$ cat src/tlseq_pkg.sv
// shared types, constants and lamp tables of the traffic light sequencer
package tlseq_pkg;

    localparam int PHASES   = 12;
    localparam int PHASE_W  = 4;
    localparam int TICK_W   = 12;
    localparam int ALERT_W  = 16;
    localparam int PORTC_W  = 8;
    localparam int PORTD_W  = 4;
    localparam int BTN_W    = 4;
    localparam int TABLE_N  = 16;
    localparam int ALARM_N  = 4;

    localparam logic [ALERT_W-1:0] ALERT_DURATION_RESET = 16'd400;

    typedef logic [PHASE_W-1:0] phase_t;

    typedef enum logic {
        FUNC_TICK   = 1'b0,
        FUNC_BUTTON = 1'b1
    } func_t;

    typedef struct packed {
        func_t            func;
        logic [BTN_W-1:0] buttons;
    } item_t;

    typedef struct packed {
        phase_t             phase;
        logic [TICK_W-1:0]  tick;
        logic [ALERT_W-1:0] alert_cnt;
        logic [PORTC_W-1:0] pat_c;
        logic [PORTD_W-1:0] pat_d;
    } seq_state_t;

    localparam logic [TICK_W-1:0] END_TIME [TABLE_N] = '{
        12'd500,  12'd700,  12'd1000, 12'd1500, 12'd1700, 12'd2000, 12'd2500, 12'd2700,
        12'd3000, 12'd3500, 12'd3700, 12'd4000, 12'd4020, 12'd4040, 12'd4060, 12'd4080
    };

    localparam logic [PORTC_W-1:0] SEQ_C [TABLE_N] = '{
        8'h24, 8'h24, 8'h24, 8'h64, 8'hA4, 8'h24, 8'h0C, 8'h14,
        8'h24, 8'h21, 8'h22, 8'h24, 8'h24, 8'h24, 8'h24, 8'h24
    };

    localparam logic [PORTD_W-1:0] SEQ_D [TABLE_N] = '{
        4'h3, 4'h5, 4'h9, 4'h8, 4'h8, 4'h9, 4'h9, 4'h9,
        4'h9, 4'h9, 4'h9, 4'h9, 4'h9, 4'h9, 4'h9, 4'h9
    };

    localparam logic [PORTC_W-1:0] ALARM_C [ALARM_N] = '{8'h21, 8'h0C, 8'h64, 8'h24};
    localparam logic [PORTD_W-1:0] ALARM_D [ALARM_N] = '{4'h9, 4'h9, 4'h8, 4'h3};

    localparam phase_t RESET_PHASE = 4'd1;

    localparam seq_state_t STATE_RESET = '{
        phase:     RESET_PHASE,
        tick:      '0,
        alert_cnt: '0,
        pat_c:     SEQ_C[RESET_PHASE],
        pat_d:     SEQ_D[RESET_PHASE]
    };

endpackage

$ cat src/tlseq_step.sv
// next-state logic for one tick or button transfer
module tlseq_step (
    input  tlseq_pkg::seq_state_t               state,
    input  tlseq_pkg::item_t                    item,
    input  logic [tlseq_pkg::ALERT_W-1:0]       alert_duration,
    output tlseq_pkg::seq_state_t               state_next
);
    import tlseq_pkg::*;

    logic [TICK_W-1:0]  tick_inc;
    logic [ALERT_W:0]   alert_inc;
    logic [PHASE_W:0]   phase_inc;
    phase_t             phase_new;
    logic [1:0]         btn_sel;

    assign tick_inc  = state.tick + TICK_W'(1);
    assign alert_inc = {1'b0, state.alert_cnt} + (ALERT_W+1)'(1);
    assign phase_inc = {1'b0, state.phase} + (PHASE_W+1)'(1);
    assign phase_new = (phase_inc >= (PHASE_W+1)'(PHASES)) ? '0 : phase_inc[PHASE_W-1:0];

    // button 0 wins
    always_comb begin
        priority if (item.buttons[0]) btn_sel = 2'd0;
        else if (item.buttons[1])     btn_sel = 2'd1;
        else if (item.buttons[2])     btn_sel = 2'd2;
        else                          btn_sel = 2'd3;
    end

    always_comb begin
        state_next = state;
        unique case (item.func)
            FUNC_TICK: begin
                if (state.alert_cnt == '0) begin
                    state_next.tick = tick_inc;
                    if (tick_inc == END_TIME[state.phase]) begin
                        state_next.phase = phase_new;
                        state_next.pat_c = SEQ_C[phase_new];
                        state_next.pat_d = SEQ_D[phase_new];
                        if (phase_new == '0) begin
                            state_next.tick = '0;
                        end
                    end
                end else if (alert_inc >= {1'b0, alert_duration}) begin
                    state_next.alert_cnt = '0;
                    state_next.pat_c     = SEQ_C[state.phase];
                    state_next.pat_d     = SEQ_D[state.phase];
                end else begin
                    state_next.alert_cnt = alert_inc[ALERT_W-1:0];
                end
            end
            FUNC_BUTTON: begin
                if (item.buttons != '0) begin
                    state_next.alert_cnt = ALERT_W'(1);
                    state_next.pat_c     = ALARM_C[btn_sel];
                    state_next.pat_d     = ALARM_D[btn_sel];
                end
            end
            default: state_next = state;
        endcase
    end

endmodule

$ cat src/traffic_light_sequencer.sv
// traffic light sequencer top level: input register, state update, result register
//
//  channel   dir  handshake          tdata                                    tuser
//  s_        in   s_tvalid/s_tready  [3:0] buttons                            [0] func
//  m_        out  m_tvalid/m_tready  [7:0] port_c [11:8] port_d [15:12] phase [0] alert_active
//  cfg_      in   cfg_wen            [15:0] alert_duration                    -
//
//  one transfer per cycle in each direction while m_ is not stalled; an s_ item passes
//  through the input register, then the state and result registers, on its way to m_
//  reset gives phase 1, counts zero and alert_duration 400
//  a stall on m_ holds the result and the input register, then s_tready drops
module traffic_light_sequencer (
    input  logic        aclk,
    input  logic        aresetn,
    input  logic        s_tvalid,
    output logic        s_tready,
    input  logic [7:0]  s_tdata,   // [3:0] buttons
    input  logic [0:0]  s_tuser,   // [0] func
    output logic        m_tvalid,
    input  logic        m_tready,
    output logic [15:0] m_tdata,   // [7:0] port_c, [11:8] port_d, [15:12] phase
    output logic [0:0]  m_tuser,   // [0] alert_active
    input  logic        cfg_wen,
    input  logic [15:0] cfg_wdata
);
    import tlseq_pkg::*;

    logic                 in_valid_reg;
    item_t                item_reg;
    logic                 out_valid_reg;
    logic [15:0]          out_data_reg;
    logic                 out_alert_reg;
    seq_state_t           state_reg;
    seq_state_t           state_next;
    logic [ALERT_W-1:0]   duration_reg;
    logic                 advance;
    logic                 in_xfer;

    assign advance  = in_valid_reg && (!out_valid_reg || m_tready);
    assign s_tready = !in_valid_reg || !out_valid_reg || m_tready;
    assign in_xfer  = s_tvalid && s_tready;

    tlseq_step u_step (
        .state          (state_reg),
        .item           (item_reg),
        .alert_duration (duration_reg),
        .state_next     (state_next)
    );

    always_ff @(posedge aclk) begin
        if (!aresetn) begin
            in_valid_reg  <= 1'b0;
            out_valid_reg <= 1'b0;
            state_reg     <= STATE_RESET;
            duration_reg  <= ALERT_DURATION_RESET;
        end else begin
            if (cfg_wen) begin
                duration_reg <= cfg_wdata;
            end
            if (in_xfer) begin
                in_valid_reg <= 1'b1;
            end else if (advance) begin
                in_valid_reg <= 1'b0;
            end
            if (advance) begin
                state_reg     <= state_next;
                out_valid_reg <= 1'b1;
            end else if (m_tready) begin
                out_valid_reg <= 1'b0;
            end
        end
    end

    // payload
    always_ff @(posedge aclk) begin
        if (in_xfer) begin
            item_reg <= '{func: func_t'(s_tuser[0]), buttons: s_tdata[BTN_W-1:0]};
        end
        if (advance) begin
            out_data_reg  <= {state_next.phase, state_next.pat_d, state_next.pat_c};
            out_alert_reg <= (state_next.alert_cnt != '0);
        end
    end

    assign m_tvalid   = out_valid_reg;
    assign m_tdata    = out_data_reg;
    assign m_tuser[0] = out_alert_reg;

endmodule

$ cat config.mk
export PLATFORM = sky130hd
export DESIGN_NAME = traffic_light_sequencer
export DESIGN_NICKNAME = d
export VERILOG_FILES = /design/src/tlseq_pkg.sv /design/src/tlseq_step.sv /design/src/traffic_light_sequencer.sv
export SDC_FILE = /design/constraint.sdc
export NUM_CORES = 1
export LEC_CHECK = 0
export ABC_AREA = 0
export ABC_CLOCK_PERIOD_IN_PS = 7800
export BUFFER_PORTS_ARGS = -buffer_cell sky130_fd_sc_hd__buf_2
export CAP_MARGIN = 30
export CORE_ASPECT_RATIO = 1.2
export CORE_MARGIN = 2
export CORE_UTILIZATION = 25
export DETAILED_ROUTE_END_ITERATION = 8
export PLACE_DENSITY = 0.37
export SYNTH_ARGS = -nofsm -noshare
export SYNTH_HDL_FRONTEND = slang
export SYNTH_HIERARCHICAL = 1
export SYNTH_SLANG_ARGS = --single-unit
$ cat constraint.sdc
create_clock -name aclk -period 7.8 [get_ports aclk]
set_input_delay 0 -clock aclk [delete_from_list [all_inputs] [get_ports aclk]]
set_output_delay 0 -clock aclk [all_outputs]
set_load 0.02 [all_outputs]
==> run_results.csv <==
group,metric,value,unit
outcome,outcome,"complete, no violations",
cells_and_area,diodes,0,
placement,dpl_cell_area,6380,µm²
clock_network,post-cts-setup-buffers,0,
drt,drt_iter0_drc,287,
drt,ant_nets,0,
sta,fin_crit,4.68,ns
worst_setup_path,cp-start-kind,"flop",
clock_network,clock-root-buffer,"clkbuf_16",
pwr,p_per_area,163,nW/µm²
placement,port_buffers,44,
global_route,grt_overflow,0,
floorplan,die_area,25300,µm²
sta,finalSetupViolCount,0,
cells_and_area,largest_reg_flops,44,
sta,max-slew-margin-rel,35.1,%
clock_network,clk_pin_slew,0.07,ns
sta,timing.final.crit_share,60.0,%
worst_setup_path,worstPathArrival,4.96,ns
clock_network,cts_buffer_depth,2,
drt,route.detailed.drc,0,
yosys,syn_area,6010,µm²
clock_network,htree_levels,3,
yosys,ys_ff_latch,84,
sta,finalHoldViolCount,0,
cells_and_area,nets,810,
clock_network,cts_tree,"yes",
worst_setup_path,cp-end-kind,"flop",
global_route,grt_usage,13.4,%
sta,maxSlewViolCount,0,
yosys,yosys.cell_types.count,70,
drt,firstDrtPassIters,4,
floorplan,core_area,23700,µm²
clock_network,ctsHoldBuffers,22,
yosys,synth_nets,773,
global_route,grt_max_degree,66,
worst_setup_path,rrSetupSlack,3.12,ns
cells_and_area,layout-drive-gt1-share,10.8,%
sta,rsz0062_at_grt,"false",
clock_network,numCtsBuffers,9,
drt,vias,5126,
worst_setup_path,critPathMaxFanout,14,
drt,wl_per_cell,15.6,µm
yosys,yosysWarnings,6,
floorplan,start_util,25.3,%
floorplan,die_w,146,µm
clock_network,cts_num_sinks,84,
sta,holdWs,0.0543,ns
yosys,seq_area_frac_synth,31.7,%
global_route,grt_pass1_vias,5048,
floorplan,num_rows,62,
flow_run,drv_cap,0,
drt,routed_via_density,4.76,
clock_network,cts_resized,0,
sta,tns,0,ns
pwr,irDropWorstVdd,0.0948,mV
floorplan,die_h,174,µm
worst_setup_path,critPathRequiredTime,8.08,ns
clock_network,clkLatencyLatePin,0.35,ns
sta,fmax,214,MHz
sta,tightestPinTransition,0.965,ns
yosys,synth_edf_count,22,
global_route,antenna_found_initial,0,
pwr,p_leak,2.66,nW
cells_and_area,final_core_utilization,29.3,%
yosys,avgSynthCellArea,8.40,µm²
placement,place_congestion,0.812,
hold_path,hold_path_class,"in2reg",
cells_and_area,final_area,6970,µm²
cells_and_area,fillCellCount,2611,
yosys,synth_cells,715,
floorplan,io-pin-count,49,
yosys,synthFlopType,"dfxtp_1",
drt,totalWireLength,16800,µm
yosys,async_reset_ff_share,0,%
placement,hpwl,11900,µm
worst_setup_path,crit_type,"reg2reg",
global_route,grt_pass1_wl,27200,µm
sta,finalClockSkew,0.0101,ns
cells_and_area,area_growth,16.0,%
worst max-delay path, stage by stage, from the launching register on:
cell	delay, ns
dfxtp_1	0.51
nand3_1	0.19
nor4_1	0.55
and3_1	0.29
xor2_1	0.26
ha_1	0.30
a21o_1	0.18
a21oi_1	0.17
o221a_2	0.23
o21a_1	0.52
buf_4	0.34
nor2_1	0.07
or4b_2	0.63
nand3_1	0.18
nand2_1	0.07
mux2i_1	0.14
synthesized netlist by cell type (all sizes together) (8+ instances only):
| cell type | count | share of area, % |
|---|---|---|
| nand2 | 142 | 8.9 |
| mux2i | 70 | 12 |
| dfxtp | 62 | 21 |
| o21ai | 38 | 3.2 |
| inv | 37 | 2.3 |
| nor2 | 34 | 2.5 |
| ha | 28 | 5.8 |
| buf | 27 | 3.7 |
| nand3 | 24 | 2.0 |
| edfxtp | 22 | 11 |
| a21oi | 19 | 1.6 |
| clkbuf | 19 | 1.2 |
| nor2b | 19 | 2.1 |
| xnor2 | 17 | 2.5 |
| nor3 | 15 | 1.2 |
| nor4 | 11 | 1.2 |
| a32o | 10 | 1.7 |
| xor2 | 10 | 1.5 |
| o211ai | 8 | 1.0 |
placed cells by master (no fill, tap or decap), types with 7 or more instances in the layout:
cell           synthesis  layout
mux2i_1               70      70
nor4_1                10      10
dlygate4sd3_1          0      22
a21oi_1               19      19
o21a_1                 7       7
buf_2                 12      44
xor2_1                10      10
xnor2_1               17      17
clkbuf_16              0       9
nor2_1                32      32
o21ai_0               37      37
a32o_1                10      10
dfxtp_1               62      62
edfxtp_1              22      22
nor2b_1               18      18
nor3_1                15      14
ha_1                  28      28
inv_1                 35      35
nand3_1               24      24
and2_1                 7       7
nand2_1              142     142
o211ai_1               8       8
cell type report:
cell class / count / area [µm²] / area share (%)
Multi-Input combinational cell: 546 / 3670 / 52.6
Sequential cell: 84 / 1900 / 27.3
Timing Repair Buffer: 72 / 485 / 6.97
Tap cell: 320 / 400 / 5.75
Clock buffer: 10 / 229 / 3.29
Inverter: 39 / 146 / 2.10
Clock inverter: 6 / 136 / 1.96
worst paths after layout:
kind	from	endpoint	cells past startpoint
hold / removal	m_tready	m_tvalid	3
setup / recovery	state_reg[16]	state_reg[11]	15
hold reg to reg	duration_reg[4]	duration_reg[4]	2
setup reg to reg	state_reg[16]	state_reg[11]	15
stage by stage:
step	setup slack [ns]	instances	power, mW
finish	3.12	1077	1.13
global route	2.76	1077	1.18
CTS	3.08	1077	1.16
detailed placement	3.12	1039	0.599
global placement	2.92	1038	0.598
floorplan	4.18	715	0.568
power by group:
group	leakage, nW	total [mW]	switching, mW	internal, mW
Combinational	1.77	0.121	0.0724	0.0483
Clock	0.173	0.538	0.191	0.347
Sequential	0.719	0.474	0.0116	0.463
Total	2.66	1.13	0.275	0.858
layer usage:
metal	up-vias	wire length, µm	GRT usage, %
met5	-	0	0
met2	90	8170	22.9
met4	0	367	5.35
met3	18	455	1.89
li1	2604	-	-
met1	2414	7760	17.0
kinds of logic (layout without fill, tap and decap cells):
kind of cell	Yosys count	in the layout	share of synthesized area, %
xor gates and xnor gates	28	28	4.33
muxes	73	73	12.8
buffers and inverters	85	127	7.37
DFF	84	84	31.7
and+or+nand+nor	287	287	23.1
AOI/OAI and AO/OA	130	130	14.9
adders and majority gates	28	28	5.83
No activity file was read; power rests on OpenSTA's default activity.
